`src/sgrs_pkg.sv`:
```
// ----------------------------------------------------------------------------
// sgrs_pkg
// types and constants shared by the scatter-gather rdma segmenter
// ----------------------------------------------------------------------------
package sgrs_pkg;

    localparam int unsigned MAX_RESULTS = 32;
    localparam int unsigned CNT_W       = 6;

    typedef enum logic [1:0] {
        REQ_LOAD_LOCAL  = 2'd0,
        REQ_LOAD_REMOTE = 2'd1,
        REQ_START       = 2'd2,
        REQ_NONE        = 2'd3
    } req_type_t;

    typedef enum logic {
        KIND_REQUEST = 1'b0,
        KIND_STATUS  = 1'b1
    } res_kind_t;

    typedef enum logic [2:0] {
        ST_IDLE,
        ST_RCAP_INIT,
        ST_CHECK_L,
        ST_LCAP,
        ST_STEP,
        ST_RCAP
    } state_t;

    typedef struct packed {
        logic [1:0]  req_type;
        logic [63:0] seg_addr;
        logic [30:0] seg_len;
        logic [3:0]  seg_index;
        logic [4:0]  local_start;
        logic [4:0]  remote_start;
        logic [4:0]  local_count;
        logic [4:0]  remote_count;
        logic        is_read;
    } req_t;

    typedef struct packed {
        logic        res_kind;
        logic [63:0] local_addr;
        logic [4:0]  local_index;
        logic [63:0] remote_addr;
        logic [4:0]  remote_index;
        logic [30:0] length;
        logic [30:0] local_remain;
        logic [30:0] remote_remain;
        logic        signalled;
        logic        remote_reload;
        logic        local_complete;
        logic        last;
    } res_t;

    typedef struct packed {
        logic [63:0] addr;
        logic [30:0] len;
    } seg_t;

endpackage

```
`src/scatter_gather_rdma_segmenter_core.sv`:
```
// walk: a start reads the first remote segment, if any, then each local segment in turn before
// its requests; empty local segments are skipped, and a status ends the walk
// throughput: one request per cycle while the result slot is free; reading the next local or
// remote segment holds the stream of requests
// load transactions are accepted only while idle and give no result; a waiting result holds the walk
// reset: control state and the result valid are cleared; the memories hold undefined data
// ----------------------------------------------------------------------------
// scatter_gather_rdma_segmenter_core
// walks a local and a remote scatter-gather list held in two memories and
// emits one rdma request per overlap, then a final status
// ----------------------------------------------------------------------------
module scatter_gather_rdma_segmenter_core #(
    parameter int unsigned MAX_SEGS = 16
) (
    input  logic            clk,
    input  logic            rst_n,
    input  logic            req_valid,
    output logic            req_ready,
    input  sgrs_pkg::req_t  req,
    output logic            res_valid,
    input  logic            res_ready,
    output sgrs_pkg::res_t  res
);

    localparam int unsigned IW  = (MAX_SEGS > 1) ? $clog2(MAX_SEGS) : 1;
    localparam int unsigned CW  = $clog2(MAX_SEGS + 1);
    localparam int unsigned IXW = (CW > 5) ? CW : 5;
    localparam logic [IXW-1:0] SEGS = IXW'(MAX_SEGS);

    // segment memories, one read port each with registered data
    sgrs_pkg::seg_t local_mem  [MAX_SEGS];
    sgrs_pkg::seg_t remote_mem [MAX_SEGS];
    sgrs_pkg::seg_t l_rd_data;
    sgrs_pkg::seg_t r_rd_data;

    logic           l_rd_en;
    logic [IW-1:0]  l_rd_addr;
    logic           r_rd_en;
    logic [IW-1:0]  r_rd_addr;
    logic           l_wr_en;
    logic           r_wr_en;
    logic [IW-1:0]  wr_addr;
    sgrs_pkg::seg_t wr_data;

    sgrs_pkg::state_t state_reg, state_next;
    logic [IXW-1:0]   i_reg, i_next;
    logic [IXW-1:0]   r_reg, r_next;
    logic [IXW-1:0]   lc_reg, lc_next;
    logic [IXW-1:0]   rc_reg, rc_next;
    logic [63:0]      saddr_reg, saddr_next;
    logic [30:0]      slen_reg, slen_next;
    logic [63:0]      raddr_reg, raddr_next;
    logic [30:0]      rlen_reg, rlen_next;
    logic             stop_reg, stop_next;
    logic [sgrs_pkg::CNT_W-1:0] cnt_reg, cnt_next;
    logic             res_valid_reg, res_valid_next;
    sgrs_pkg::res_t   res_reg, res_next;

    logic             accept;
    logic             slot_free;
    logic             emit;
    sgrs_pkg::res_t   emit_data;
    logic [IXW-1:0]   ls_ext, rs_ext, lc_ext, rc_ext, lc_clamp, rc_clamp;
    logic [30:0]      len;
    logic [30:0]      slen_left;
    logic [IXW-1:0]   r_inc;

    assign accept    = req_valid && req_ready;
    assign req_ready = (state_reg == sgrs_pkg::ST_IDLE);
    assign slot_free = !res_valid_reg || res_ready;
    assign res_valid = res_valid_reg;
    assign res       = res_reg;

    assign ls_ext   = IXW'(req.local_start);
    assign rs_ext   = IXW'(req.remote_start);
    assign lc_ext   = IXW'(req.local_count);
    assign rc_ext   = IXW'(req.remote_count);
    assign lc_clamp = (lc_ext > SEGS) ? SEGS : lc_ext;
    assign rc_clamp = (rc_ext > SEGS) ? SEGS : rc_ext;

    assign len       = (slen_reg < rlen_reg) ? slen_reg : rlen_reg;
    assign slen_left = slen_reg - len;
    assign r_inc     = r_reg + IXW'(1);

    // load transactions
    assign wr_addr = IW'(req.seg_index);
    assign wr_data = '{addr: req.seg_addr, len: req.seg_len};
    assign l_wr_en = accept && (req.req_type == sgrs_pkg::REQ_LOAD_LOCAL)
                     && ({1'b0, req.seg_index} < 5'(MAX_SEGS > 31 ? 31 : MAX_SEGS)
                         || MAX_SEGS > 16);
    assign r_wr_en = accept && (req.req_type == sgrs_pkg::REQ_LOAD_REMOTE)
                     && ({1'b0, req.seg_index} < 5'(MAX_SEGS > 31 ? 31 : MAX_SEGS)
                         || MAX_SEGS > 16);

    always_ff @(posedge clk)
    begin
        if (l_wr_en)
        begin
            local_mem[wr_addr] <= wr_data;
        end
        if (l_rd_en)
        begin
            l_rd_data <= local_mem[l_rd_addr];
        end
    end

    always_ff @(posedge clk)
    begin
        if (r_wr_en)
        begin
            remote_mem[wr_addr] <= wr_data;
        end
        if (r_rd_en)
        begin
            r_rd_data <= remote_mem[r_rd_addr];
        end
    end

    always_ff @(posedge clk or negedge rst_n)
    begin
        if (!rst_n)
        begin
            state_reg     <= sgrs_pkg::ST_IDLE;
            stop_reg      <= 1'b0;
            cnt_reg       <= '0;
            res_valid_reg <= 1'b0;
        end
        else
        begin
            state_reg     <= state_next;
            stop_reg      <= stop_next;
            cnt_reg       <= cnt_next;
            res_valid_reg <= res_valid_next;
        end
    end

    always_ff @(posedge clk)
    begin
        i_reg     <= i_next;
        r_reg     <= r_next;
        lc_reg    <= lc_next;
        rc_reg    <= rc_next;
        saddr_reg <= saddr_next;
        slen_reg  <= slen_next;
        raddr_reg <= raddr_next;
        rlen_reg  <= rlen_next;
        res_reg   <= res_next;
    end

    always_comb
    begin
        state_next = state_reg;
        i_next     = i_reg;
        r_next     = r_reg;
        lc_next    = lc_reg;
        rc_next    = rc_reg;
        saddr_next = saddr_reg;
        slen_next  = slen_reg;
        raddr_next = raddr_reg;
        rlen_next  = rlen_reg;
        stop_next  = stop_reg;
        l_rd_en    = 1'b0;
        l_rd_addr  = i_reg[IW-1:0];
        r_rd_en    = 1'b0;
        r_rd_addr  = r_reg[IW-1:0];
        emit       = 1'b0;
        emit_data  = '0;

        unique case (state_reg)
            sgrs_pkg::ST_IDLE:
            begin
                if (accept && req.req_type == sgrs_pkg::REQ_START)
                begin
                    i_next    = ls_ext;
                    lc_next   = lc_clamp;
                    rc_next   = rc_clamp;
                    stop_next = 1'b0;
                    if (rs_ext < rc_clamp)
                    begin
                        r_next     = rs_ext;
                        r_rd_en    = 1'b1;
                        r_rd_addr  = rs_ext[IW-1:0];
                        state_next = sgrs_pkg::ST_RCAP_INIT;
                    end
                    else
                    begin
                        r_next     = rc_clamp;
                        raddr_next = '0;
                        rlen_next  = '0;
                        state_next = sgrs_pkg::ST_CHECK_L;
                    end
                end
            end

            sgrs_pkg::ST_RCAP_INIT:
            begin
                raddr_next = r_rd_data.addr;
                rlen_next  = r_rd_data.len;
                state_next = sgrs_pkg::ST_CHECK_L;
            end

            sgrs_pkg::ST_CHECK_L:
            begin
                if (i_reg < lc_reg)
                begin
                    l_rd_en    = 1'b1;
                    state_next = sgrs_pkg::ST_LCAP;
                end
                else if (slot_free)
                begin
                    // completion status
                    emit                     = 1'b1;
                    emit_data.res_kind       = sgrs_pkg::KIND_STATUS;
                    emit_data.local_index    = i_reg[4:0];
                    emit_data.remote_addr    = raddr_reg;
                    emit_data.remote_index   = r_reg[4:0];
                    emit_data.remote_remain  = rlen_reg;
                    emit_data.remote_reload  = (r_reg >= rc_reg);
                    emit_data.local_complete = 1'b1;
                    emit_data.last           = 1'b1;
                    state_next               = sgrs_pkg::ST_IDLE;
                end
            end

            sgrs_pkg::ST_LCAP:
            begin
                saddr_next = l_rd_data.addr;
                slen_next  = l_rd_data.len;
                state_next = sgrs_pkg::ST_STEP;
            end

            sgrs_pkg::ST_STEP:
            begin
                if (!stop_reg && slen_reg == '0)
                begin
                    // empty or finished local segment
                    i_next     = i_reg + IXW'(1);
                    state_next = sgrs_pkg::ST_CHECK_L;
                end
                else if (stop_reg || r_reg >= rc_reg)
                begin
                    if (slot_free)
                    begin
                        // reload status: remote list used up
                        emit                    = 1'b1;
                        emit_data.res_kind      = sgrs_pkg::KIND_STATUS;
                        emit_data.local_addr    = saddr_reg;
                        emit_data.local_index   = i_reg[4:0];
                        emit_data.remote_index  = rc_reg[4:0];
                        emit_data.local_remain  = slen_reg;
                        emit_data.remote_reload = 1'b1;
                        emit_data.last          = 1'b1;
                        state_next              = sgrs_pkg::ST_IDLE;
                    end
                end
                else if (slot_free)
                begin
                    emit                   = 1'b1;
                    emit_data.res_kind     = sgrs_pkg::KIND_REQUEST;
                    emit_data.local_addr   = saddr_reg;
                    emit_data.local_index  = i_reg[4:0];
                    emit_data.remote_addr  = raddr_reg;
                    emit_data.remote_index = r_reg[4:0];
                    emit_data.length       = len;
                    emit_data.signalled    = ((i_reg + IXW'(1) == lc_reg) && slen_reg == len)
                                             || ((r_inc == rc_reg) && rlen_reg == len);
                    saddr_next = saddr_reg + 64'(len);
                    slen_next  = slen_left;
                    if (len < rlen_reg)
                    begin
                        raddr_next = raddr_reg + 64'(len);
                        rlen_next  = rlen_reg - len;
                        if (slen_left == '0)
                        begin
                            i_next     = i_reg + IXW'(1);
                            state_next = sgrs_pkg::ST_CHECK_L;
                        end
                    end
                    else
                    begin
                        r_next = r_inc;
                        if (r_inc < rc_reg)
                        begin
                            r_rd_en    = 1'b1;
                            r_rd_addr  = r_inc[IW-1:0];
                            state_next = sgrs_pkg::ST_RCAP;
                        end
                        else
                        begin
                            raddr_next = '0;
                            rlen_next  = '0;
                            if (slen_left == '0)
                            begin
                                // stop at the start of the next local segment
                                stop_next  = (i_reg + IXW'(1) != lc_reg);
                                i_next     = i_reg + IXW'(1);
                                state_next = sgrs_pkg::ST_CHECK_L;
                            end
                        end
                    end
                end
            end

            sgrs_pkg::ST_RCAP:
            begin
                raddr_next = r_rd_data.addr;
                rlen_next  = r_rd_data.len;
                state_next = sgrs_pkg::ST_STEP;
            end

            default:
            begin
                state_next = sgrs_pkg::ST_IDLE;
            end
        endcase
    end

    // output register, results past the limit are dropped
    always_comb
    begin
        cnt_next       = cnt_reg;
        res_next       = res_reg;
        res_valid_next = res_valid_reg && !res_ready;
        if (accept && req.req_type == sgrs_pkg::REQ_START)
        begin
            cnt_next = '0;
        end
        else if (emit && cnt_reg < sgrs_pkg::CNT_W'(sgrs_pkg::MAX_RESULTS))
        begin
            cnt_next       = cnt_reg + sgrs_pkg::CNT_W'(1);
            res_next       = emit_data;
            res_valid_next = 1'b1;
        end
    end

endmodule

```
`config.mk`:
```
export PLATFORM = sky130hd
export DESIGN_NAME = scatter_gather_rdma_segmenter_core
export DESIGN_NICKNAME = d
export VERILOG_FILES = /design/src/sgrs_pkg.sv /design/src/scatter_gather_rdma_segmenter_core.sv
export SDC_FILE = /design/constraint.sdc
export NUM_CORES = 2
export LEC_CHECK = 0
export BUFFER_PORTS_ARGS = -buffer_cell sky130_fd_sc_hd__buf_2
export CAP_MARGIN = 40
export CORE_ASPECT_RATIO = 0.9
export CORE_MARGIN = 2
export CORE_UTILIZATION = 25
export CTS_CLUSTER_SIZE = 12
export DETAILED_ROUTE_END_ITERATION = 16
export PLACE_DENSITY_LB_ADDON = 0.1
export SETUP_SLACK_MARGIN = 0.05
export SYNTH_ARGS = -nofsm -noshare
export SYNTH_HDL_FRONTEND = slang
export SYNTH_SLANG_ARGS = --single-unit
```
`constraint.sdc`:
```
create_clock -name clk -period 36.3 [get_ports clk]
set_input_delay 7.26 -clock clk [delete_from_list [all_inputs] [get_ports clk]]
set_output_delay 7.26 -clock clk [all_outputs]
set_load 0.02 [all_outputs]
```
---- Word level (Yosys, flattened, before mapping) ----
Memory sizes are Yosys's and may differ from the RTL's. A register that Yosys moved wholly into a read port is not among the register bits.
Cells that the tools add are included.
storage, ports and cells
  register bits after elaboration ......... 457
  RAM bits ................................ 3040
  bits of input ports ..................... 126
  logic and storage cells ................. 221
  memories kept ........................... 2
operators by class
  add/subtract/negate cells ............... 7
  order comparisons ....................... 9
  equality and inequality tests ........... 25
  mux-type cells .......................... 111
  bitwise logic cells ..................... 5
  reductions and logical operators ........ 38
memory list
  name        words  bits a word  rd ports  clocked after Yosys merged registers in  wr ports  line                                      source
  local_mem   16     95           1         1                                        1         scatter_gather_rdma_segmenter_core.sv:31  sgrs_pkg::seg_t local_mem [MAX_SEGS];
  remote_mem  16     95           1         1                                        1         scatter_gather_rdma_segmenter_core.sv:32  sgrs_pkg::seg_t remote_mem [MAX_SEGS];
operators by type and width
  kind                                       number
  64-bit 2-to-1 mux                          11
  31-bit 2-to-1 mux                          14
  201-bit 2-to-1 mux                         1
  64-bit case mux with 3 select lines        1
  169-bit 2-to-1 mux                         1
  74-bit 2-to-1 mux                          2
  74-bit case mux with 2 select lines        1
  70-bit 2-to-1 mux                          2
  64-bit by 31-bit adder with 64-bit output  2
  64-bit case mux with 2 select lines        1
  31-bit case mux with 3 select lines        1
  5-bit 2-to-1 mux                           16
  31-bit == test                             2
  31-bit zero test                           2
  31-bit < comparator                        2
  31-bit case mux with 2 select lines        1
  31-bit subtractor                          2
  3-bit 2-to-1 mux                           11
  1-bit 2-to-1 mux                           28
  4-bit 2-to-1 mux                           7
  5-bit case mux with 2 select lines         2
  5-bit < comparator                         3
  3-bit case mux with 5 select lines         1
  2-bit != test (second input constant)      7
  other kinds (36)                           74

---- Longest topological paths before layout ----
  depth in word-level cells ............... 11
  gate-level depth with buffers ........... 38
  gate-level depth less buffers ........... 27

---- Least setup slack after synthesis ----
OpenSTA, ideal clock, no wires.
  path kind ............................... input to register
  from .................................... input port res_ready
  to ...................................... register cnt_reg[3] in the netlist's numbering
  arrival ................................. 32676 ps
  data required time ...................... 36225 ps
  path slack .............................. 3549 ps
  cell stages on the path ................. 6
  buffers on the path ..................... 1
  path through ............................ nor2b_1 -> clkbuf_1 -> nor4_1 -> nand4_1 -> xor2_1 -> nor2_1
between the ends
  longest elaborated chain between the ends .. 6
RTL lines
  item                                    line                                                                                                                             source
  from (decl)                             scatter_gather_rdma_segmenter_core.sv:21                                                                                         input logic res_ready,
  1-bit logical OR (*)                    scatter_gather_rdma_segmenter_core.sv:70                                                                                         assign slot_free = !res_valid_reg || res_ready;
  1-bit 2-to-1 mux (*)                    scatter_gather_rdma_segmenter_core.sv:209, scatter_gather_rdma_segmenter_core.sv:242, scatter_gather_rdma_segmenter_core.sv:256
  1-bit 2-to-1 mux (on tied branches)     scatter_gather_rdma_segmenter_core.sv:234, scatter_gather_rdma_segmenter_core.sv:204
  1-bit case mux with 2 select lines (*)  scatter_gather_rdma_segmenter_core.sv:169                                                                                        unique case (state_reg)
  1-bit logical AND (*)                   scatter_gather_rdma_segmenter_core.sv:328                                                                                        else if (emit && cnt_reg < sgrs_pkg::CNT_W'(sgrs_pkg::MAX_RESULTS))
  2-bit nonzero test (no line) (*)        n/a
  to (signal assigned)                    scatter_gather_rdma_segmenter_core.sv:132                                                                                        cnt_reg <= cnt_next;
  to (decl)                               scatter_gather_rdma_segmenter_core.sv:55                                                                                         logic [sgrs_pkg::CNT_W-1:0] cnt_reg, cnt_next;
Mark *: on every way between the ends. The rest lies on a longest branch, timed or not.
A chain may end at the register's enable or synchronous reset.

---- Worst setup path in the final report ----
  from .................................... input port req[5] in the netlist's numbering
  to ...................................... register, netlist name r_rd_data[66]
between the ends
  longest elaborated chain between the ends .. 6
RTL lines
  item                                                                                             line                                       source
  from (decl)                                                                                      scatter_gather_rdma_segmenter_core.sv:19   input sgrs_pkg::req_t req,
  5-bit greater-than comparator                                                                    scatter_gather_rdma_segmenter_core.sv:79   assign rc_clamp = (rc_ext > SEGS) ? SEGS : rc_ext;
  5-bit 2-to-1 mux (*)                                                                             scatter_gather_rdma_segmenter_core.sv:79
  5-bit < comparator (*)                                                                           scatter_gather_rdma_segmenter_core.sv:178  if (rs_ext < rc_clamp)
  4-bit 2-to-1 mux / 1-bit 2-to-1 mux (equally long branches)                                      scatter_gather_rdma_segmenter_core.sv:178
  4-bit 2-to-1 mux / 1-bit 2-to-1 mux (equally long branches)                                      scatter_gather_rdma_segmenter_core.sv:172  if (accept && req.req_type == sgrs_pkg::REQ_START)
  4-bit case mux with 2 select lines / 1-bit case mux with 2 select lines (equally long branches)  scatter_gather_rdma_segmenter_core.sv:169
Marks and branches as above.

==> results.cfg <==
[outcome]
outcome = completed

[floorplan]
fp.dieW_um = 815.4
io_pins = 364
start_util = 0.2506
coreArea_um2 = 591200
rows = 268
fp.dieH_um = 734.2
dieArea_um2 = 598700

[clock_network]
clock_path_buffers = 4
cts_htree_levels = 5
cts.sinks = 3686
cts_hold_buf = 0
clk_pin_slew_ns = 0.06
clk_latency_ns = 1.03
cts-resized-gates = 0
cts_setup_buffers = 0
cts_made_buffers = 421
cts_tree = done
cts-root-buf = clkbuf_16

[critical_path]
critPathKind = input port to flip-flop
crit_fanout = 36
required_ns = 37.03
endpoint_kind = flip-flop
worstPathArrival_ns = 13.95
critPathLaunchType = input port

[route]
drtIter0Drc = 8277
wl_per_cell_um = 32.18
routed_wl_um = 532200
viasPerCell = 4.784
drt_pass1_iterations = 5
postRouteAntennaNets = 0
drc = 0
vias = 79130

[power]
p_leak_nw = 55.84
p_per_area_nw_per_um2 = 69.48
irDropWorstVdd_uv = 54.45

[placed_design]
post-place-ws_ns = 21.85
port_buffers = 362
place_hpwl_um = 330000
gp_congestion = 0.8611

[run]
drv_cap = 0

[synthesis]
synth_area_um2 = 148100
ys_types = 103
synth_edf_count = 3675
yosysSeqAreaShare = 0.7469
ys_ff_latch = 3686
synthCells = 7629
yosys_warnings = 0
synth_nets = 7871
async_flop_share = 0.002984
synth_flop_cell = edfxtp_1
postSynthAreaPerCell_um2 = 19.42

[timing]
setup_ws_ns = 23.08
setup_viol = 0
tightest_slew_ns = 1.018
worst_clock_skew_ns = 0.09710
max_freq_mhz = 75.66
fin_tns_setup_ns = 0
rsz0062_at_grt = no
relSlewSlack = 0.3145
maxSlewViolCount = 0
period_share = 0.3641
hold_violations = 0
period_needed_ns = 13.22

[grt]
overflow = 0
grt_max_degree = 106
grt_pass1_vias = 81870
grt_pass1_wl_um = 717600
track_usage = 0.1726
grt_antenna_before_repair = 86

[finish]
areaGrowthSynthToFinish_pct = 18.38
nets = 8594
drive_above_1_share = 0.2543

[worst_hold_path]
hp-class = flip-flop to flip-flop
metrics by stage:
stage	area [um2]	instances	power (mW)	hold WS, ns	util
after global routing	175300	16530	12.69	0.5217	0.2966
after CTS	175300	16510	12.35	0.4894	0.2965
after floorplan	148100	7629	7.003	0.4647	-
final	175400	16540	12.18	0.4980	0.2966
after global placement	160500	15660	8.151	0.4988	0.2714
after detailed placement	162200	15760	8.196	0.5079	0.2743
placed cells by master, fill, tap and decap left out, types with 20 or more instances in the layout:
| cell | n |
|---|---|
| a31oi_1 | 30 |
| o21a_1 | 23 |
| nor4_1 | 20 |
| nand4_1 | 34 |
| o31ai_1 | 20 |
| inv_1 | 132 |
| nor3_1 | 56 |
| bufinv_16 | 22 |
| maj3_1 | 22 |
| and3_1 | 58 |
| nand2_1 | 470 |
| mux2i_1 | 22 |
| buf_2 | 366 |
| buf_12 | 26 |
| nor2_4 | 31 |
| clkinv_2 | 60 |
| nand3_1 | 69 |
| diode_2 | 25 |
| a21oi_1 | 137 |
| buf_4 | 241 |
| o211ai_1 | 25 |
| edfxtp_1 | 3675 |
| clkinv_1 | 121 |
| o21ai_0 | 261 |
| nor2_1 | 224 |
| nor2b_1 | 103 |
| buf_16 | 45 |
| xor2_1 | 64 |
| a211oi_1 | 30 |
| clkbuf_16 | 425 |
| clkbuf_1 | 92 |
| a21o_1 | 38 |
| xnor2_1 | 149 |
| nand2b_1 | 46 |
| and2_1 | 71 |
| ha_1 | 115 |
| mux4_2 | 855 |
| a22oi_1 | 200 |
cell families (layout without fill, tap and decap cells):
group | Yosys count | after routing | synth area share
and+or+nand+nor | 1258 | 1258 | 0.04054
other | 0 | 25 | 0
AOI/OAI and AO/OA | 913 | 913 | 0.04049
muxes | 894 | 894 | 0.1330
buffers and inverters | 520 | 1577 | 0.01458
DFF | 3686 | 3686 | 0.7469
xor gates and xnor gates | 215 | 215 | 0.01281
adders and majority gates | 143 | 143 | 0.01172
where the power goes:
| group | total, mW | internal [mW] | switching (mW) |
|---|---|---|---|
| clock network | 4.10 | 2.30 | 1.79 |
| logic | 2.99 | 1.03 | 1.96 |
| registers | 5.10 | 4.96 | 0.134 |
per-layer routing:
layer	vias up	wire length, um	track usage
met5	-	251	0
met3	652	27530	0.02414
met4	40	14530	0.04357
li1	32640	-	-
met2	2379	244600	0.2747
met1	43420	245300	0.2488
critical path: stages:
cell      delay (ns)
buf_2           0.12
inv_1           0.11
nand2_1         0.08
ha_1            0.28
a21oi_1         0.15
nor2b_1         0.06
o21ai_0         0.17
nand2b_1        0.07
a21oi_1         0.16
buf_4           0.22
nand2_1         0.20
mux2_2          0.36
o22ai_1         0.19
a211o_4         0.58
buf_4           0.72
buf_4           0.72
buf_4           0.28
buf_16          0.27
buf_4           0.70
mux4_2          0.59
a22oi_1         0.28
nand2_1         0.08
cells in the mapped netlist, types with 34 or more instances:
| library cell | n | share of area |
|---|---|---|
| and3_1 | 58 | 0.0024 |
| nand4_1 | 34 | 0.0014 |
| a22oi_1 | 200 | 0.010 |
| xnor2_1 | 149 | 0.0088 |
| buf_2 | 55 | 0.0019 |
| nand2b_1 | 46 | 0.0019 |
| nor3_1 | 71 | 0.0024 |
| and2_1 | 71 | 0.0030 |
| mux4_2 | 855 | 0.13 |
| inv_1 | 132 | 0.0033 |
| edfxtp_1 | 3675 | 0.75 |
| nor2b_1 | 106 | 0.0045 |
| nand2_1 | 474 | 0.012 |
| a21oi_1 | 139 | 0.0047 |
| buf_1 | 66 | 0.0017 |
| clkbuf_1 | 244 | 0.0062 |
| xor2_1 | 64 | 0.0038 |
| o21ai_0 | 262 | 0.0089 |
| nor2_1 | 255 | 0.0065 |
| a21o_1 | 38 | 0.0019 |
| ha_1 | 115 | 0.0097 |
| nand3_1 | 69 | 0.0023 |
final timing paths:
path,startpoint,endpoint,slack (ns),cells past startpoint
worst max register to register,rlen_reg[16],r_rd_data[66],25.18,29
max in group asynchronous,rst_n,cnt_reg[3],29.92,1
min in group asynchronous,rst_n,state_reg[0],6.14,1
worst min-delay path,l_rd_data[66],saddr_reg[35],0.50,2
worst max-delay path,req[5],r_rd_data[66],23.08,22
worst min register to register,l_rd_data[66],saddr_reg[35],0.50,2
layout make-up:
class,count,area [um2]
Clock buffer,517,10980
Antenna cell,25,62.56
Fill cell,57940,415800
Tap cell,7830,9797
Multi-Input combinational cell,3423,35770
Sequential cell,3686,110600
Timing Repair Buffer,686,5490
Inverter,134,503.0
Clock inverter,240,2125
(Power assumes the default switching activity.)
